### src/hw/rtl/rbdpd_pkg.sv
// Shared types and constants for the raw block delta pixel decoder.
`timescale 1ns / 1ps

package rbdpd_pkg;

    // Block geometry
    localparam int unsigned NUM_PIX   = 11;
    localparam int unsigned PIX_IDX_W = 4;
    localparam int unsigned RAW_W     = 14;   // leading values are 14 bits
    localparam int unsigned DELTA_W   = 10;   // later values are 10 bits
    localparam int unsigned CODE_W    = 2;
    localparam int unsigned SHIFT_W   = 3;
    localparam int unsigned RUN_W     = 20;   // running values stay below 2^20
    localparam int unsigned OUT_W     = 16;

    localparam logic [PIX_IDX_W-1:0] LAST_IDX = PIX_IDX_W'(NUM_PIX - 1);

    // Scale code that selects a shift of four instead of the code itself
    localparam logic [CODE_W-1:0]  CODE_SHIFT4 = 2'd3;
    localparam logic [SHIFT_W-1:0] SHIFT_FOUR  = 3'd4;

    // Arithmetic constants
    localparam logic [RUN_W-1:0] BASE_UNIT = 20'h00200;
    localparam logic [RUN_W-1:0] OFFSET    = 20'h0000f;
    localparam logic [OUT_W-1:0] OUT_SAT   = 16'h3fff;

    // One pixel as handed from the sequencer to the arithmetic pipeline
    typedef struct packed {
        logic [RAW_W-1:0]     e;
        logic [CODE_W-1:0]    code;
        logic [PIX_IDX_W-1:0] index;
        logic                 last;
    } t_pix;

endpackage

### src/hw/rtl/rbdpd_pipe.sv
// Three-stage arithmetic pipeline: scale, running-value update, offset and clamp.
`timescale 1ns / 1ps

module rbdpd_pipe (
    input  logic                              i_clk,
    input  logic                              i_rst_n,
    input  logic                              i_valid,
    input  rbdpd_pkg::t_pix                   i_pix,
    output logic                              o_valid,
    output logic [rbdpd_pkg::OUT_W-1:0]       o_pixel_value,
    output logic [rbdpd_pkg::PIX_IDX_W-1:0]   o_pixel_index,
    output logic                              o_last_pixel
);

    // ---------------- stage 1: shift and base ----------------
    logic [rbdpd_pkg::SHIFT_W-1:0]   shamt;
    logic                            r1_valid;
    logic [rbdpd_pkg::RAW_W-1:0]     r1_eraw;
    logic [rbdpd_pkg::RAW_W-1:0]     r1_esh;
    logic [rbdpd_pkg::RUN_W-1:0]     r1_base;
    logic                            r1_add_ok;
    logic                            r1_first;
    logic [rbdpd_pkg::PIX_IDX_W-1:0] r1_index;
    logic                            r1_last;

    // code 3 means shift by four
    assign shamt = (i_pix.code == rbdpd_pkg::CODE_SHIFT4) ? rbdpd_pkg::SHIFT_FOUR
                                                          : rbdpd_pkg::SHIFT_W'(i_pix.code);

    always_ff @(posedge i_clk) begin
        if (!i_rst_n) begin
            r1_valid <= 1'b0;
        end else begin
            r1_valid <= i_valid;
        end
    end

    always_ff @(posedge i_clk) begin
        r1_eraw   <= i_pix.e;
        r1_esh    <= rbdpd_pkg::RAW_W'(i_pix.e[rbdpd_pkg::DELTA_W-1:0]) << shamt;
        r1_base   <= rbdpd_pkg::BASE_UNIT << shamt;
        r1_add_ok <= (i_pix.code != rbdpd_pkg::CODE_SHIFT4);   // base below 0x2000
        r1_first  <= (i_pix.index[rbdpd_pkg::PIX_IDX_W-1:1] == '0);
        r1_index  <= i_pix.index;
        r1_last   <= i_pix.last;
    end

    // ---------------- stage 2: per-parity running value ----------------
    logic [rbdpd_pkg::RUN_W-1:0]     r_run [2];
    logic                            r_seen [2];
    logic                            par;
    logic                            seen_p;
    logic [rbdpd_pkg::RUN_W-1:0]     run_p;
    logic [rbdpd_pkg::RUN_W-1:0]     excess;
    logic [rbdpd_pkg::RUN_W-1:0]     v;
    logic                            seen_nx;
    logic                            r2_valid;
    logic [rbdpd_pkg::RUN_W-1:0]     r2_v;
    logic [rbdpd_pkg::PIX_IDX_W-1:0] r2_index;
    logic                            r2_last;

    // the previous pixel of the same parity is already past this stage, so its update is already stored
    always_comb begin
        par    = r1_index[0];
        seen_p = r1_first ? 1'b0 : r_seen[par];
        run_p  = r1_first ? '0 : r_run[par];
        excess = (r1_add_ok && (run_p > r1_base)) ? (run_p - r1_base) : '0;
        if (seen_p) begin
            v       = rbdpd_pkg::RUN_W'(r1_esh) + excess;
            seen_nx = 1'b1;
        end else if (r1_eraw != '0) begin
            v       = rbdpd_pkg::RUN_W'(r1_eraw);
            seen_nx = 1'b1;
        end else begin
            v       = run_p;
            seen_nx = 1'b0;
        end
    end

    always_ff @(posedge i_clk) begin
        if (!i_rst_n) begin
            r2_valid <= 1'b0;
        end else begin
            r2_valid <= r1_valid;
        end
    end

    always_ff @(posedge i_clk) begin
        if (r1_valid) begin
            r_run[par]  <= v;
            r_seen[par] <= seen_nx;
        end
        r2_v     <= v;
        r2_index <= r1_index;
        r2_last  <= r1_last;
    end

    // ---------------- stage 3: offset removal and clamp ----------------
    logic [rbdpd_pkg::RUN_W-1:0] diff;
    logic [rbdpd_pkg::OUT_W-1:0] pix_out;
    logic                        r3_valid;

    always_comb begin
        diff = r2_v - rbdpd_pkg::OFFSET;
        if (r2_v < rbdpd_pkg::OFFSET) begin
            pix_out = '0;
        end else if (diff[rbdpd_pkg::RUN_W-1:rbdpd_pkg::OUT_W] != '0) begin
            pix_out = rbdpd_pkg::OUT_SAT;
        end else begin
            pix_out = diff[rbdpd_pkg::OUT_W-1:0];
        end
    end

    always_ff @(posedge i_clk) begin
        if (!i_rst_n) begin
            r3_valid <= 1'b0;
        end else begin
            r3_valid <= r2_valid;
        end
    end

    always_ff @(posedge i_clk) begin
        o_pixel_value <= pix_out;
        o_pixel_index <= r2_index;
        o_last_pixel  <= r2_last;
    end

    assign o_valid = r3_valid;

endmodule

### src/hw/rtl/raw_block_delta_pixel_decode_top.sv
// Top level of the raw block delta pixel decoder: block sequencer and pipeline.
`timescale 1ns / 1ps

// A block of 16 bytes is taken on a rising edge with start high and busy low.
// It yields 11 pixels, one per cycle, on o_pixel_value / o_pixel_index with
// o_pixel_valid high for exactly one cycle each and o_last_pixel on pixel 10;
// results cannot be held off. Pixel 0 passes through the scale, running-value
// and clamp stages after the accepting edge and the rest follow back to back.
// The block sequencer issues one pixel per cycle; busy falls while the last
// pixel is issued, so a new block can follow with no gap in the pixel stream.

module raw_block_delta_pixel_decode_top (
    input  logic                              i_clk,
    input  logic                              i_rst_n,
    input  logic                              start,
    output logic                              busy,
    input  logic [63:0]                       i_block_low,
    input  logic [63:0]                       i_block_high,
    output logic                              o_pixel_valid,
    output logic [rbdpd_pkg::OUT_W-1:0]       o_pixel_value,
    output logic [rbdpd_pkg::PIX_IDX_W-1:0]   o_pixel_index,
    output logic                              o_last_pixel
);

    logic [127:0]                    blk_word;
    logic                            accept;
    logic [rbdpd_pkg::RAW_W-1:0]     ld_e    [rbdpd_pkg::NUM_PIX];
    logic [rbdpd_pkg::CODE_W-1:0]    ld_code [rbdpd_pkg::NUM_PIX];
    logic [rbdpd_pkg::RAW_W-1:0]     r_e     [rbdpd_pkg::NUM_PIX];
    logic [rbdpd_pkg::CODE_W-1:0]    r_code  [rbdpd_pkg::NUM_PIX];
    logic                            r_active;
    logic [rbdpd_pkg::PIX_IDX_W-1:0] r_pix;
    rbdpd_pkg::t_pix                 issue;

    // Bitstream runs from byte 15 bit 7 downward
    always_comb begin
        blk_word    = {i_block_high, i_block_low};
        ld_e[0]     = blk_word[127:114];
        ld_e[1]     = blk_word[113:100];
        ld_e[2]     = rbdpd_pkg::RAW_W'(blk_word[97:88]);
        ld_e[3]     = rbdpd_pkg::RAW_W'(blk_word[87:78]);
        ld_e[4]     = rbdpd_pkg::RAW_W'(blk_word[77:68]);
        ld_e[5]     = rbdpd_pkg::RAW_W'(blk_word[65:56]);
        ld_e[6]     = rbdpd_pkg::RAW_W'(blk_word[55:46]);
        ld_e[7]     = rbdpd_pkg::RAW_W'(blk_word[45:36]);
        ld_e[8]     = rbdpd_pkg::RAW_W'(blk_word[33:24]);
        ld_e[9]     = rbdpd_pkg::RAW_W'(blk_word[23:14]);
        ld_e[10]    = rbdpd_pkg::RAW_W'(blk_word[13:4]);
        // scale codes precede pixels 2, 5 and 8
        ld_code[0]  = '0;
        ld_code[1]  = '0;
        ld_code[2]  = blk_word[99:98];
        ld_code[3]  = blk_word[99:98];
        ld_code[4]  = blk_word[99:98];
        ld_code[5]  = blk_word[67:66];
        ld_code[6]  = blk_word[67:66];
        ld_code[7]  = blk_word[67:66];
        ld_code[8]  = blk_word[35:34];
        ld_code[9]  = blk_word[35:34];
        ld_code[10] = blk_word[35:34];
    end

    assign busy   = r_active && (r_pix != rbdpd_pkg::LAST_IDX);
    assign accept = start && !busy;

    // Sequencer control: one pixel issued per active cycle
    always_ff @(posedge i_clk) begin
        if (!i_rst_n) begin
            r_active <= 1'b0;
            r_pix    <= '0;
        end else if (accept) begin
            r_active <= 1'b1;
            r_pix    <= '0;
        end else if (r_active) begin
            if (r_pix == rbdpd_pkg::LAST_IDX) begin
                r_active <= 1'b0;
            end else begin
                r_pix <= r_pix + 1'b1;
            end
        end
    end

    // Pixel fields shift toward slot 0, which feeds the pipeline
    always_ff @(posedge i_clk) begin
        if (accept) begin
            for (int i = 0; i < rbdpd_pkg::NUM_PIX; i++) begin
                r_e[i]    <= ld_e[i];
                r_code[i] <= ld_code[i];
            end
        end else begin
            for (int i = 0; i < rbdpd_pkg::NUM_PIX - 1; i++) begin
                r_e[i]    <= r_e[i+1];
                r_code[i] <= r_code[i+1];
            end
        end
    end

    always_comb begin
        issue.e     = r_e[0];
        issue.code  = r_code[0];
        issue.index = r_pix;
        issue.last  = (r_pix == rbdpd_pkg::LAST_IDX);
    end

    rbdpd_pipe u_pipe (
        .i_clk         (i_clk),
        .i_rst_n       (i_rst_n),
        .i_valid       (r_active),
        .i_pix         (issue),
        .o_valid       (o_pixel_valid),
        .o_pixel_value (o_pixel_value),
        .o_pixel_index (o_pixel_index),
        .o_last_pixel  (o_last_pixel)
    );

    // ---------------- assertions ----------------
    // First pixel of a block reaches the output after its transfer
    a_first_latency: assert property (@(posedge i_clk) disable iff (!i_rst_n)
        accept |=> ##3 (o_pixel_valid && (o_pixel_index == '0)))
        else $error("pixel 0 not delivered three cycles after block transfer");

    // Pixels of a block come out consecutively
    a_in_order: assert property (@(posedge i_clk) disable iff (!i_rst_n)
        (o_pixel_valid && (o_pixel_index != '0)) |->
            ($past(o_pixel_valid) &&
             ($past(o_pixel_index) == (o_pixel_index - 1'b1))))
        else $error("pixel index sequence broken");

    // Last marker only on the final pixel
    a_last_mark: assert property (@(posedge i_clk) disable iff (!i_rst_n)
        o_pixel_valid |-> (o_last_pixel == (o_pixel_index == rbdpd_pkg::LAST_IDX)))
        else $error("last pixel marker mismatch");

endmodule
### config.mk
export PLATFORM = sky130hd
export DESIGN_NAME = raw_block_delta_pixel_decode_top
export DESIGN_NICKNAME = d
export VERILOG_FILES = /design/src/hw/rtl/rbdpd_pkg.sv /design/src/hw/rtl/rbdpd_pipe.sv /design/src/hw/rtl/raw_block_delta_pixel_decode_top.sv
export SDC_FILE = /design/constraint.sdc
export NUM_CORES = 1
export LEC_CHECK = 0
export ABC_CLOCK_PERIOD_IN_PS = 17800
export BUFFER_PORTS_ARGS = -buffer_cell sky130_fd_sc_hd__buf_2
export CAP_MARGIN = 0
export CELL_PAD_IN_SITES_DETAIL_PLACEMENT = 2
export CELL_PAD_IN_SITES_GLOBAL_PLACEMENT = 2
export CORE_MARGIN = 4
export CORE_UTILIZATION = 41
export DETAILED_ROUTE_END_ITERATION = 8
export GPL_TIMING_DRIVEN = 1
export PLACE_DENSITY_LB_ADDON = 0.1
export SYNTH_ARGS = -nofsm -noshare
export SYNTH_HDL_FRONTEND = slang
export SYNTH_HIERARCHICAL = 1
export SYNTH_SLANG_ARGS = --single-unit
### constraint.sdc
create_clock -name i_clk -period 17.8 [get_ports i_clk]
set_clock_uncertainty 0.15 [all_clocks]
set_input_delay 0 -clock i_clk [delete_from_list [all_inputs] [get_ports i_clk]]
set_output_delay 0 -clock i_clk [all_outputs]
set_load 0.01 [all_outputs]
======== Word-level counts from Yosys, hierarchy flattened ========
Memory sizes are Yosys's and may differ from the RTL's. A register that Yosys moved wholly into a read port is not among the register bits.
Cells that the tools add are included.
cells by class
  bitwise operators ....................... 22
  divide/modulo/power cells ............... 0
  add/sub/neg operators ................... 4
  reductions and logical operators ........ 10
  shift operators ......................... 2
  eq/ne operators ......................... 4
  magnitude comparators ................... 2
  multiply operators ...................... 0
  mux-type cells .......................... 37
operators by type and width
  operator               count
  $mux 14                11
  $mux 20                4
  $add 14x20->20         1
  $gt 20x20->1           1
  $lt 20x4->1 const B    1
  $mux 2                 10
  $or 1x1->1             20
  $shl 10x3->20 const A  1
  $sub 20x20->20         1
  $sub 20x4->20 const B  1
  $reduce_bool 14->1     1
  $shl 10x3->14          1
  $mux 1                 11
  $add 4x1->4 const B    1
  $eq 4x4->1 const B     1
  $ne 4x4->1 const B     1
  $reduce_bool 4->1      1
  $reduce_or 2->1        2
  $logic_and 1x1->1      3
  $logic_not 3->1        1
  $mux 3                 1
  $eq 2x2->1 const B     1
  $ne 2x2->1 const B     1
  $not 1->1              2
  2 further kinds        2
storage, ports and cells
  memory bits (writable) .................. 218
  flip-flop bits (word level) ............. 109
  memories kept ........................... 4
  bits in read-only memories .............. 0
  output and inout port bits .............. 23
  latch bits .............................. 0
memories
  name           words  bits a word  read ports  clocked after memory_dff  wr ports  line                                    text
  r_e            11     14           11          0                         11        raw_block_delta_pixel_decode_top.sv:29  logic [rbdpd_pkg::RAW_W-1:0] r_e [rbdpd_pkg::NUM_PIX];
  u_pipe.r_run   2      20           1           1                         1         rbdpd_pipe.sv:49                        logic [rbdpd_pkg::RUN_W-1:0] r_run [2];
  r_code         11     2            11          0                         11        raw_block_delta_pixel_decode_top.sv:30  logic [rbdpd_pkg::CODE_W-1:0] r_code [rbdpd_pkg::NUM_PIX];
  u_pipe.r_seen  2      1            1           1                         1         rbdpd_pipe.sv:50                        logic r_seen [2];

======== Depth between registers and ports, before layout ========
Gate-level depths: netlist of the first run.
  depth in word-level cells ............... 7
  mapped depth ............................ 25

======== Hierarchy ========
The synthesis of the first run kept the hierarchy.
by module, submodules not included
  module                            area an instance (µm²)  instances  cells each
  rbdpd_pipe                        5920.7                  1          566
  raw_block_delta_pixel_decode_top  4823.4                  1          308

======== Worst setup path before layout of the first run ========
No wires, ideal clock.
  kind .................................... register to register
  from .................................... register, netlist name u_pipe/r1_index[0]
  to ...................................... memory u_pipe/r_run[0][18] in the netlist's numbering (data pin)
  path slack .............................. 12211 ps
  stages on the path, launching flop included .. 26
  clock period less this slack ............ 5589 ps
  data required time ...................... 17480 ps
  data arrival time ....................... 5268 ps
  cells stage by stage .................... dfxtp_1 > buf_2 > buf_2 > buf_1 > mux2i_1 > nor2_1 > ha_1 > and2_2 > nand4_1 > nor4_1 > a31oi_1 > nand2_1 > clkbuf_8 > clkbuf_1 > nor3_1 > ha_1 > inv_1 > fa_1 > nand2b_1 > a21oi_1 > o21ai_0 > o21ai_0 > o211ai_1 > or4_1 > a211o_1 > mux2i_1
RTL lines
  item           line
  end, declared  rbdpd_pipe.sv:49

==> results.txt, run 1 <==
The run finished with clean final reports. Sequential elements use 56.27% of the synthesized area. The DRC violations left is 0. The critical register-to-register path startpoint is u_pipe/r1_index[0]. The number of cells produced by synthesis is 874. Data on the critical path arrives at its endpoint at 7.68 ns.

The share of final-layout standard cells stronger than drive strength 1 came out at 29.23%. The Yosys step of the flow raised 6 warnings. In this run the clock root is driven by a sky130_fd_sc_hd__clkbuf_16. The remaining number of nets flagged by the antenna check after routing came out at 0. The final critical-path share of the clock period came out at 41.95%. The worst-margin pin slew came out at 1.195 ns. The via count of the first global-routing pass was 9419.

The worst setup path is captured at a flop. In this design, the stage delay of the slowest critical-path cell is 0.57 ns. After legalization and detailed placement, the total HPWL measured 19220 µm. The cell area that synthesis handed to floorplanning was 10740 µm². The aggregate negative setup slack is 0 ns. The number of synthesized register bits is 275. For the worst-skew pair, the clock arrives at the later sink with an insertion delay of 0.58 ns. The number of slew-limit violations in the final report came out at 0. Timing would allow up to 133.9 MHz. The mean post-synth cell area is 12.29 µm². The first global-routing pass estimated 61180 µm of wire. TritonCTS built the clock tree. The number of nets produced by synthesis came out at 1034. The detailed router's first-iteration violation count came out at 836. The worst path needs 7.467 ns of the cycle, external delays included. The full die area came out at 28860 µm². The per-cell via count in the routed design is 5.846. The final weighted congestion in routability-driven placement is 0.7889. After the last flow step, the layout net total stands at 1323.

The number of antenna violations at the first check in global routing is 4. In this run the tightest slew margin relative to its limit is 19.66%. The number of enable-type register cells in the synthesized netlist came out at 54.

Entering global routing, the biggest net connects 71 pins. TritonCTS created 30 clock buffers. The worst reg-to-reg path cell count came out at 21. The number of sinks on the clock net is 275. The post-synthesis cell type count is 69. The slowest stage of the critical path belongs to the cell sky130_fd_sc_hd__o21ai_0. The most used flip-flop cell after synthesis is sky130_fd_sc_hd__dfxtp_1. The initial utilization of the core area, before any placement, comes to 42.18%.

For the worst setup path, the data required time is 18.01 ns. The areal power density over the cells is 123.2 nW/µm². Summed over all cells, the static leakage comes to 5.873 nW. The global-route total usage across every layer came out at 27.73%. The worst slack at placement came out at 11.53 ns. The critical path is of the flop to flop type. The share of async-settable or async-resettable flops after synthesis is 0%. The total setup buffers inserted after CTS is 0. Measured along the y axis, the die boundary spans 169.9 µm.

The signal on the critical path passes through buf_4 -> mux2i_1 -> nor2_1 -> ha_1 -> and2_2 -> nand4_1 -> nand2b_1 -> nand3_1 -> nand2_1 -> nor3_1 -> ha_1 -> inv_1 -> fa_1 -> nand2b_1 -> a21oi_1 -> o21ai_0 -> o21ai_0 -> o211ai_1 -> or4_1 -> a211o_1 -> mux2i_1. The setup violation total in the final timing report is 0. The number of resized instances in the post-cts repair step is 0. The routed wire length per instance came out at 32.74 µm. The die width came out at 169.9 µm. The standard cell core area is 25470 µm². The worst min-delay path startpoint is i_block_low[7].

The CTS clock-pin slew for the worst setup and hold paths came out at 0.07 ns. The final setup slack of the worst path came out at 10.33 ns. The number of detailed-route iterations in the first pass is 5. Buffers placed on the I/O ports in this run total 149.

Cells fill 55.17% of the core in the end. The global-route congestion overflow total is 0. The cell count of the worst hold path is 2.

Across all register-to-register paths, the minimum setup slack is 10.33 ns. The maximum ir drop on the vdd rail is 0.09143 mV. Setup repair after global routing left no endpoint under its margin. The maximum buffer depth of the clock tree is 3. The via count is 8892.

The worst hold path belongs to the class input port to flop. The number of maximum-capacitance violations is 0. The post-route worst hold slack came out at 0.02443 ns.

After floorplanning, the core was divided into 58 placement rows. In this run the number of H-tree levels came out at 1. The count of final hold-check violations was 0. The endpoint with the worst hold slack is r_e[2][31]. The worst setup path is launched from a flop. The number of top-level pins came out at 154.

The highest fanout seen on the critical path is 26. The routed design has 49800 µm of wire. The endpoint identified for the worst register-to-register timing path is u_pipe/r_run[1][18].

The layout overhead on the synthesized area came out at 30.80%.
## stage by stage
stage / power [mW] / std cells / instance area (µm²)
2_1_floorplan: 0.9188 / 874 / 10740
3_3_place_gp: 0.9827 / 1326 / 11710
3_5_place_dp: 0.9917 / 1326 / 11710
4_1_cts: 1.635 / 1517 / 14040
5_1_grt: 1.779 / 1521 / 14050
6_report: 1.732 / 1521 / 14050
## kinds of logic (layout without fill, tap and decap cells)
| group | count (synthesis) | in the layout | share of synthesized area [%] |
|---|---|---|---|
| adders and majority gates | 29 | 29 | 3.447 |
| other | 0 | 4 | 0 |
| muxes | 155 | 155 | 17.27 |
| and+or+nand+nor | 197 | 197 | 9.631 |
| DFF | 275 | 275 | 56.27 |
| xor gates and xnor gates | 29 | 29 | 2.364 |
| buffers and inverters | 60 | 373 | 3.307 |
| AOI/OAI and AO/OA | 129 | 129 | 7.710 |
## cells in the mapped netlist (2+ instances only)
cell type                    n  area share (%)
sky130_fd_sc_hd__a211o_1     4            0.33
sky130_fd_sc_hd__a211oi_1   15             1.0
sky130_fd_sc_hd__a21o_1      5            0.35
sky130_fd_sc_hd__a21oi_1    51             2.4
sky130_fd_sc_hd__a22o_1      3            0.24
sky130_fd_sc_hd__a31oi_1     6            0.35
sky130_fd_sc_hd__and2_1     12            0.70
sky130_fd_sc_hd__and2b_2     2            0.16
sky130_fd_sc_hd__buf_1       3            0.10
sky130_fd_sc_hd__buf_12      5            0.93
sky130_fd_sc_hd__buf_2       4            0.19
sky130_fd_sc_hd__buf_4       7            0.49
sky130_fd_sc_hd__clkbuf_1   12            0.42
sky130_fd_sc_hd__dfxtp_1   221              41
sky130_fd_sc_hd__edfxtp_1   54              15
sky130_fd_sc_hd__ha_1       28             3.3
sky130_fd_sc_hd__inv_1      26            0.91
sky130_fd_sc_hd__mux2_2     83             8.7
sky130_fd_sc_hd__mux2_4     40             5.6
sky130_fd_sc_hd__mux2i_1    32             3.0
sky130_fd_sc_hd__nand2_1    31             1.1
sky130_fd_sc_hd__nand2b_1    9            0.52
sky130_fd_sc_hd__nand3_1     8            0.37
sky130_fd_sc_hd__nand3b_1    3            0.21
sky130_fd_sc_hd__nand4_1     2            0.12
sky130_fd_sc_hd__nand4b_1    2            0.16
sky130_fd_sc_hd__nor2_1     57             2.0
sky130_fd_sc_hd__nor2b_1     8            0.47
sky130_fd_sc_hd__nor3_1     25             1.2
sky130_fd_sc_hd__nor4_1     10            0.58
sky130_fd_sc_hd__nor4_2      2            0.23
sky130_fd_sc_hd__o211ai_1    5            0.35
sky130_fd_sc_hd__o21a_1      3            0.21
sky130_fd_sc_hd__o21ai_0    18            0.84
sky130_fd_sc_hd__o22ai_1     2            0.12
sky130_fd_sc_hd__o31ai_1     4            0.28
sky130_fd_sc_hd__or2_2       4            0.23
sky130_fd_sc_hd__or3_1       6            0.35
sky130_fd_sc_hd__or4_1       5            0.35
sky130_fd_sc_hd__xnor2_1    17             1.4
sky130_fd_sc_hd__xor2_1     12            0.98
## how the worst max path moves through the flow
stage / endpoint / slack [ns] / from
6_report: u_pipe/r_run[1][18] / 10.33 / u_pipe/r1_index[0]
5_1_grt: u_pipe/r_run[1][18] / 10.09 / u_pipe/r1_index[0]
4_1_cts: u_pipe/r_run[1][18] / 11.48 / u_pipe/r1_index[0]
3_5_place_dp: u_pipe/r_run[1][18] / 11.53 / u_pipe/r1_index[0]
3_3_place_gp: u_pipe/r_run[0][18] / 11.57 / u_pipe/r1_index[0]
2_1_floorplan: u_pipe/r_run[0][18] / 12.21 / u_pipe/r1_index[0]
## critical path: cells and delay by family, from the launching register on
| kind | cells | cell delay, ns |
|---|---|---|
| and+or+nand+nor | 9 | 2.89 |
| AOI/OAI and AO/OA | 5 | 1.75 |
| adders and majority gates | 3 | 1.15 |
| muxes | 2 | 0.53 |
| buffers and inverters | 2 | 0.45 |
| DFF | 1 | 0.32 |
## area by class of cell
cell class,instances,area [µm²]
clock buffer,45,919.6
inverter,27,101.3
multi-input combinational,539,4359
tap,330,412.9
antenna,4,10.01
timing repair buffer,290,2142
sequential,275,6046
fill,2336,11420
clock inverter,11,62.56
## routing by layer
metal	wire length, µm	up-vias	track usage (%)	share of wire (%)
met4	2331	4	7.735	4.7
li1	-	3721	-	-
met1	18780	4439	34.42	38
met3	3570	163	5.784	7.2
met2	25090	565	48.92	50
met5	26	-	0	0.052
## registers in the layout, indices dropped and copies added (netlist names), 2 cells and up
signal,cells
u_pipe/r2_v,20
u_pipe/r2_index,4
u_pipe/r1_eraw,14
u_pipe/o_pixel_index,4
u_pipe/r_seen,2
r_pix,4
u_pipe/o_pixel_value,16
r_e,118
u_pipe/r_run,40
u_pipe/r1_base,8
u_pipe/r1_esh,14
u_pipe/r1_index,4
r_code,18
## where the power goes
group	total [mW]	internal, mW	switching, mW
logic	0.323	0.137	0.186
clock network	0.653	0.357	0.295
registers	0.756	0.710	0.0466
total	1.73	1.20	0.528
## cells in the final DEF, fill, tap and decap left out, types with 32 or more instances in the layout
cell type,count
sky130_fd_sc_hd__mux2i_1,32
sky130_fd_sc_hd__a21oi_1,51
sky130_fd_sc_hd__nor2_1,57
sky130_fd_sc_hd__clkbuf_16,32
sky130_fd_sc_hd__mux2_2,83
sky130_fd_sc_hd__buf_2,149
sky130_fd_sc_hd__dfxtp_1,221
sky130_fd_sc_hd__dlygate4sd3_1,135
sky130_fd_sc_hd__mux2_4,40
sky130_fd_sc_hd__edfxtp_1,54
## what timing repair did
| action | in CTS | in global routing |
|---|---|---|
| hold buffers | 135 | 0 |
| endpoints found under the hold margin | 140 | 0 |
| endpoints found under the setup margin | 0 | 0 |
Note: power is estimated with default switching activity, not from simulation.
==> run 2, diff against run 1 <==
--- a/config.mk
+++ b/config.mk
@@ -5,13 +5,13 @@
 export SDC_FILE = /design/constraint.sdc
 export NUM_CORES = 1
 export LEC_CHECK = 0
-export ABC_CLOCK_PERIOD_IN_PS = 17800
+export ABC_CLOCK_PERIOD_IN_PS = 7100
 export BUFFER_PORTS_ARGS = -buffer_cell sky130_fd_sc_hd__buf_2
 export CAP_MARGIN = 0
 export CELL_PAD_IN_SITES_DETAIL_PLACEMENT = 2
 export CELL_PAD_IN_SITES_GLOBAL_PLACEMENT = 2
 export CORE_MARGIN = 4
-export CORE_UTILIZATION = 41
+export CORE_UTILIZATION = 38
 export DETAILED_ROUTE_END_ITERATION = 8
 export GPL_TIMING_DRIVEN = 1
 export PLACE_DENSITY_LB_ADDON = 0.1
==> constraint.sdc (replaced) <==
create_clock -name i_clk -period 7.1 [get_ports i_clk]
set_clock_uncertainty 0.15 [all_clocks]
set_input_delay 0 -clock i_clk [delete_from_list [all_inputs] [get_ports i_clk]]
set_output_delay 0 -clock i_clk [all_outputs]
set_load 0.01 [all_outputs]
==> run 2 against run 1 <==
- global-route usage decreased by 3.5 points
- sequential power grew to 2.5 times the previous value
- final cell count is 5.0% higher
- worst hold slack worse by 0.0030 ns
- setup slack worse by 9.5 ns
- flip-flop and latch count unchanged
- maximum frequency rose by 20%
- total power grew 150%
- via count is 5.2% lower
- combinational power rose by 140%
==> results.txt, run 2 (synthesis gave the netlist of run 1 again) <==
The flow ran to the end, and the final reports show no timing, DRC or antenna violations. The final weighted congestion in routability-driven placement came out at 0.7576 (-4.0%). The number of maximum-capacitance violations is 0 (unchanged). The final net count is 1348 (+1.9%). The number of top-level pins is 154 (unchanged). The library cell used most frequently in the layout, excluding fill and tap cells, is sky130_fd_sc_hd__dfxtp_1. The number of sinks on the clock net came out at 275 (unchanged). The number of H-tree branching levels came out at 1 (unchanged). The number of slew-limit violations in the final report is 0 (unchanged). The final critical-path share of the clock period was 87.59% (+46 points). The number of detailed-route iterations in the first pass came out at 5 (unchanged).

The global-route congestion overflow total is 0 (unchanged). The worst slack at placement is 1.318 ns (-10.21 ns). The final setup slack of the worst path came out at 0.8812 ns (-9.452 ns). The highest fanout seen on the critical path is 23 (-12%).

The pin count of the biggest net entering global routing is 69 (-2.8%). The global-route wire length before repair came out at 58440 µm (-4.5%). The routed wire length per instance came out at 26.99 µm (-18%). The setup violation total in the final timing report is 0 (unchanged). The delay of the slowest critical-path stage is 0.50 ns (-0.07 ns). The maximum buffer depth of the clock tree came out at 3 (unchanged).

The largest individual stage delay along the critical path comes from the cell sky130_fd_sc_hd__o21ai_0. The family of cells with the greatest summed delay on the critical path is simple AND/OR/NAND/NOR gates. The areal power density over the cells is 297.6 nW/µm² (+140%). The layout overhead on the synthesized area is 33.83%. Setup repair after global routing left no endpoint under its margin.

The post-route worst hold slack is 0.02143 ns (-0.003000 ns). The number of rows in the core area is 61 (+5.2%). The top cell types in the final layout, fill and taps aside, are 221 x sky130_fd_sc_hd__dfxtp_1, 158 x sky130_fd_sc_hd__dlygate4sd3_1, 149 x sky130_fd_sc_hd__buf_2.

The total setup buffers inserted after CTS came out at 0 (unchanged). STA classifies the critical path endpoint as a flop. The internal cell power came to 3.016 mW (+150%).

The starting utilization of the core area is 38.57% (-3.6 points). The remaining number of nets flagged by the antenna check after routing came out at 0 (unchanged). The via count is 8426 (-5.2%). The critical path is of the flop to flop type. The logic gate share of total power is 18.3% (-0.4 points). The standard cell core area came out at 27860 µm² (+9.4%). The number of buffers created by CTS is 30 (unchanged). The flip-flop count of the largest register, all copies and words added is 118 (unchanged). The per-cell via count in the routed design was 5.276 (-9.8%).

The die width is 176.2 µm (+3.7%). The DRC violations left came to 0 (unchanged). The via count of the first global-routing pass is 9361 (-0.62%). The vertical die dimension came to 176.2 µm (+3.7%). The clock network power share came to 37.6% (about the same). The worst endpoint data arrival time was 6.42 ns (-1.26 ns).

The maximum ir drop on the vdd rail came out at 0.1996 mV (+120%). The share of total power consumed by net switching was 29.50% (-0.99 points). The count of final hold-check violations is 0 (unchanged).

The largest registers in the layout are r_e x118, u_pipe/r_run x40, u_pipe/r2_v x20. The CTS clock-pin slew for the worst setup and hold paths came to 0.07 ns (about the same). The share of final-layout standard cells stronger than drive strength 1 came out at 29.04% (-0.19 points). The switching power summed over all nets is 1.262 mW (+140%). The TritonCTS clock tree is yes.

The number of buffer and inverter stages on the critical path is 2 (unchanged). The number of antenna violations at the first check in global routing came out at 8 (+4). The setup slack of the worst register-to-register path was 0.88 ns (-9.45 ns). The filler cell count came out at 2699 (+16%).

The leakage power total came out at 5.989 nW (+2.0%). The worst-margin pin slew came out at 1.142 ns (-0.05322 ns). The worst setup path is launched from a flop.

The relative max-transition margin came out at 23.23% (+3.6 points). The full die area is 31030 µm² (+7.5%). The number of buffers added on ports came out at 149 (unchanged). The final HPWL from detailed placement was 19370 µm (+0.80%). The register area came to 6046 µm² (unchanged). The maximum clock frequency is 160.8 MHz (+20%). The total wire length came to 43100 µm (-13%). In this design, the critical path's most frequently occurring cell is sky130_fd_sc_hd__o21ai_0. The clock latency on the worst-skew pair was 0.60 ns (+0.02 ns). The aggregate negative setup slack came out at 0 ns (unchanged).

The data required time at the worst endpoint is 7.30 ns (-10.71 ns). The detailed router's first-iteration violation count was 518 (-38%). Traced cell by cell, the critical path runs through buf_4 -> mux2i_1 -> nor2_1 -> ha_1 -> nand4_1 -> nor4_1 -> a31oi_1 -> nand2_1 -> buf_4 -> nor3_1 -> ha_1 -> o21ai_0 -> nor3_1 -> o21ai_0 -> o21ai_0 -> o211ai_1 -> or4_1 -> a211o_1 -> mux2i_1.

The area of the multi-input gates is 4357 µm² (about the same). The worst hold path belongs to the class input port to flop. The clock root buffer is sky130_fd_sc_hd__clkbuf_16.

The shortest clock period the worst path allows after layout was 6.219 ns (-1.248 ns). r_e holds more flip-flops than any other register. The global-route total usage across every layer came to 24.20% (-3.5 points). The sequential cell fraction of total power is 44.2% (+0.5 points).
==> run 2: routing by layer <==
layer  vias to the layer above  share of wire (%)  GRT usage, %
li1                       3761                  -             -
met1                      4268                 40         28.91
met2                       293                 51         44.40
met3                       100                4.7         4.647
met4                         4                3.9         6.563
met5                         -              0.035             0
==> run 2: area by class of cell <==
type / instances / area share, %
clock inverters: 16 / 0.8180
flip-flops and latches: 275 / 42.05
clock buffers: 40 / 6.117
inverters: 27 / 0.7048
repair buffers: 315 / 16.60
diodes: 7 / 0.1218
multi-input cells: 539 / 30.30
well taps: 378 / 3.289
==> run 2: stage by stage <==
stage          total power [mW]  instances  cell area [µm²]  util [%]
2_1_floorplan             2.303        874            10740         -
3_3_place_gp              2.480       1376            11780     42.30
3_5_place_dp              2.498       1376            11780     42.30
4_1_cts                   4.120       1590            14360     51.55
5_1_grt                   4.432       1597            14380     51.61
6_report                  4.278       1597            14380     51.61
==> run 2: power by group through the flow <==
stage | Clock, mW | Sequential, mW | Combinational, mW
floorplan | 0 | 1.87 | 0.431
global placement | 0 | 1.89 | 0.591
detailed placement | 0 | 1.89 | 0.605
CTS | 1.57 | 1.86 | 0.690
global route | 1.70 | 1.90 | 0.827
finish | 1.61 | 1.89 | 0.782
==> run 2: repair_timing <==
| item | 4_1_cts | 5_1_grt |
|---|---|---|
| hold buffers | 158 | 0 |
| resized for setup | 0 | 0 |
| endpoints found under the hold margin | 148 | 0 |
==> run 2: worst reg2reg max path, cell delays in order, from the launching register on <==
cell                       delay, ns
sky130_fd_sc_hd__dfxtp_1        0.46
sky130_fd_sc_hd__buf_4          0.39
sky130_fd_sc_hd__mux2i_1        0.26
sky130_fd_sc_hd__nor2_1         0.09
sky130_fd_sc_hd__ha_1           0.41
sky130_fd_sc_hd__nand4_1        0.23
sky130_fd_sc_hd__nor4_1         0.38
sky130_fd_sc_hd__a31oi_1        0.17
sky130_fd_sc_hd__nand2_1        0.13
sky130_fd_sc_hd__buf_4          0.27
sky130_fd_sc_hd__nor3_1         0.10
sky130_fd_sc_hd__ha_1           0.36
sky130_fd_sc_hd__o21ai_0        0.19
sky130_fd_sc_hd__nor3_1         0.37
sky130_fd_sc_hd__o21ai_0        0.26
sky130_fd_sc_hd__o21ai_0        0.50
sky130_fd_sc_hd__o211ai_1       0.29
sky130_fd_sc_hd__or4_1          0.48
sky130_fd_sc_hd__a211o_1        0.28
sky130_fd_sc_hd__mux2i_1        0.23
==> run 2: path summary, 6_finish.rpt <==
path,startpoint,to,cells past startpoint
setup reg to reg,u_pipe/r1_index[0],u_pipe/r_run[1][18],19
hold / removal,i_block_low[30],r_e[2][6],3
hold reg to reg,u_pipe/r2_index[1],u_pipe/o_pixel_index[1],0
setup / recovery,u_pipe/r1_index[0],u_pipe/r_run[1][18],19
==> run 3, diff against run 2 <==
==> constraint.sdc (replaced) <==
create_clock -name i_clk -period 7.1 [get_ports i_clk]
set_clock_uncertainty 0.15 [all_clocks]
set_input_delay 1.065 -clock i_clk [delete_from_list [all_inputs] [get_ports i_clk]]
set_output_delay 1.065 -clock i_clk [all_outputs]
set_load 0.01 [all_outputs]
==> run 3 against run 2 <==
- clock power down 9%
- wire length down 38%
- critical path type unchanged
- design area down 12%
==> results.txt, run 3 (synthesis gave the netlist of run 1 again) <==
The run finished with clean final reports. The number of maximum-capacitance violations came to 0 (unchanged). The number of rows in the core area came out at 61 (unchanged). The area of all placed cells without fillers came out at 12720 µm² (-12%).

The maximum clock frequency came out at 166.8 MHz (+3.7%). The highest fanout seen on the critical path is 19 (-17%). The clock latency on the worst-skew pair came out at 0.54 ns (-0.06 ns). The via count came out at 7106 (-16%). The worst-margin pin slew came to 1.155 ns (+0.01292 ns).

The starting utilization of the core area came out at 38.57% (unchanged). The DRC violations left was 0 (unchanged). The clock network power share is 37.2% (-0.4 points).

The standard cell core area is 27860 µm² (unchanged). TritonCTS built the clock tree. The count of final hold-check violations came out at 0 (unchanged).

The maximum buffer depth of the clock tree came out at 3 (unchanged). The number of detailed-route iterations in the first pass came out at 4 (-1). The pin count of the biggest net entering global routing came out at 138 (+100%).

The per-cell via count in the routed design came to 4.976 (-5.7%). The tree is rooted in a sky130_fd_sc_hd__clkbuf_16. The maximum ir drop on the vdd rail is 0.1713 mV (-14%). Setup repair after global routing left no endpoint under its margin.

The share of total power consumed by net switching was 25.56% (-3.9 points). The areal power density over the cells came out at 308.6 nW/µm² (+3.7%). The global-route wire length before repair is 42430 µm (-27%). The final setup slack of the worst path came out at 1.104 ns (+0.2226 ns). The worst setup path is launched from a flop.

The layout overhead on the synthesized area is 18.43%. The switching power summed over all nets came out at 1.004 mW (-20%). The number of buffers created by CTS is 29 (-3.3%). The detailed router's first-iteration violation count came out at 317 (-39%). The logic gate share of total power is 15.4% (-2.9 points). The final weighted congestion in routability-driven placement came to 0.7933 (+4.7%). The total setup buffers inserted after CTS came out at 0 (unchanged). The global-route total usage across every layer came out at 16.91% (-7.3 points). The die width came out at 176.2 µm (unchanged).

The number of antenna violations at the first check in global routing is 8 (unchanged). The internal cell power came out at 2.923 mW (-3.1%). The setup violation total in the final timing report is 0 (unchanged). The number of resized instances in the post-cts repair step came out at 0 (unchanged).

The largest registers in the layout are r_e x118, u_pipe/r_run x40, u_pipe/r2_v x20. The final critical-path share of the clock period is 84.45% (-3.1 points). The flip-flop count of the largest register, all copies and words added is 118 (unchanged).

The CTS clock-pin slew for the worst setup and hold paths was 0.06 ns (about the same). The filler cell count is 2876 (+6.6%). The full die area is 31030 µm² (unchanged). The via count of the first global-routing pass is 7888 (-16%). The leakage power total is 5.294 nW (-12%). The final HPWL from detailed placement is 19260 µm (-0.57%). The count of hold buffers inserted by post-cts repair is 0 (-100%).

The number of sinks on the clock net came out at 275 (unchanged). The vertical die dimension is 176.2 µm (unchanged). The number of slew-limit violations in the final report is 0 (unchanged). The instance area after placement is 11790 µm² (about the same). The routed wire length per instance came out at 18.59 µm (-31%). The shortest clock period the worst path allows after layout came out at 5.996 ns (-0.2226 ns). Counting flops per register, the top entry is r_e. In the layout the commonest cells are 221 x sky130_fd_sc_hd__dfxtp_1, 149 x sky130_fd_sc_hd__buf_2, 83 x sky130_fd_sc_hd__mux2_2. The number of H-tree branching levels is 1 (unchanged). The global-route congestion overflow total came out at 0 (unchanged). By startpoint and endpoint, the worst setup path is classified as flop to flop.

The library cell used most frequently in the layout, excluding fill and tap cells, is sky130_fd_sc_hd__dfxtp_1. The remaining number of nets flagged by the antenna check after routing came out at 0 (unchanged). The worst hold-check path type is flop to flop. The final net count is 1188 (-12%). The worst slack at placement is 1.099 ns (-0.2198 ns). The total wire length came out at 26550 µm (-38%). The data required time at the worst endpoint is 7.17 ns (-0.13 ns). The relative max-transition margin was 22.37% (-0.87 points). The aggregate negative setup slack was 0 ns (unchanged).

The number of top-level pins is 154 (unchanged). The sequential cell fraction of total power came out at 47.4% (+3.2 points). The share of final-layout standard cells stronger than drive strength 1 came out at 32.92% (+3.9 points).

The worst endpoint data arrival time is 6.06 ns (-0.36 ns). STA classifies the critical path endpoint as a flop. The number of buffers added on ports came to 149 (unchanged).
[run 3: critical path, stage by stage, from the launching register on]
cell                        delay, ns
sky130_fd_sc_hd__dfxtp_1         0.84
sky130_fd_sc_hd__buf_4           0.37
sky130_fd_sc_hd__mux2i_1         0.22
sky130_fd_sc_hd__nor2_1          0.10
sky130_fd_sc_hd__ha_1            0.39
sky130_fd_sc_hd__o2111ai_1       0.11
sky130_fd_sc_hd__nor4_1          0.38
sky130_fd_sc_hd__a31oi_1         0.17
sky130_fd_sc_hd__nand2_1         0.12
sky130_fd_sc_hd__buf_4           0.27
sky130_fd_sc_hd__nor3_1          0.09
sky130_fd_sc_hd__ha_1            0.38
sky130_fd_sc_hd__a21o_1          0.14
sky130_fd_sc_hd__a21oi_1         0.07
sky130_fd_sc_hd__a21o_1          0.21
sky130_fd_sc_hd__a211o_1         0.36
sky130_fd_sc_hd__a21bo_2         0.26
sky130_fd_sc_hd__nor3_1          0.23
sky130_fd_sc_hd__mux2i_1         0.12
sky130_fd_sc_hd__a2111oi_0       0.69
[run 3: cell type report]
type,count,area [µm²],area share (%)
Timing Repair Buffer,156,810.8,6.372
Clock buffer,40,869.6,6.834
Multi-Input combinational cell,539,4357,34.24
Clock inverter,11,62.56,0.4916
Antenna cell,2,5.005,0.03933
Inverter,27,101.3,0.7965
Sequential cell,275,6046,47.51
Tap cell,378,473.0,3.717
[run 3: power by group through the flow]
| stage | logic, mW | clock network (mW) | registers (mW) |
|---|---|---|---|
| 4_1_cts | 0.615 | 1.51 | 1.86 |
| 3_5_place_dp | 0.606 | 0 | 1.89 |
| 6_report | 0.605 | 1.46 | 1.86 |
| 3_3_place_gp | 0.590 | 0 | 1.89 |
| 2_1_floorplan | 0.431 | 0 | 1.87 |
| 5_1_grt | 0.670 | 1.59 | 1.88 |
[run 3: per-layer routing]
layer  wire length [µm]  global-route usage (%)  part of all wire, %
met1              11110                   20.45                   42
met3               1840                   5.139                  6.9
met5                 97                       0                 0.37
met4                694                   4.776                  2.6
met2              12800                   29.24                   48
[run 3: path summary, 6_finish.rpt]
| kind | start | end | slack [ns] | cells after the start |
|---|---|---|---|---|
| setup / recovery | u_pipe/r1_index[0] | u_pipe/r_run[0][19] | 1.10 | 19 |
| hold / removal | u_pipe/r1_index[2] | u_pipe/r2_index[2] | 0.17 | 0 |
| setup reg to reg | u_pipe/r1_index[0] | u_pipe/r_run[0][19] | 1.10 | 19 |
| hold reg to reg | u_pipe/r1_index[2] | u_pipe/r2_index[2] | 0.17 | 0 |
[run 3: per-stage QoR]
| step | hold slack, ns | utilization [%] | total power [mW] | instances |
|---|---|---|---|---|
| floorplan | 0.1596 | - | 2.303 | 874 |
| global placement | 0.1607 | 42.31 | 2.480 | 1375 |
| detailed placement | 0.1661 | 42.31 | 2.500 | 1375 |
| CTS | 0.1781 | 45.66 | 3.992 | 1426 |
| global route | 0.1890 | 45.66 | 4.140 | 1426 |
| finish | 0.1722 | 45.68 | 3.927 | 1428 |
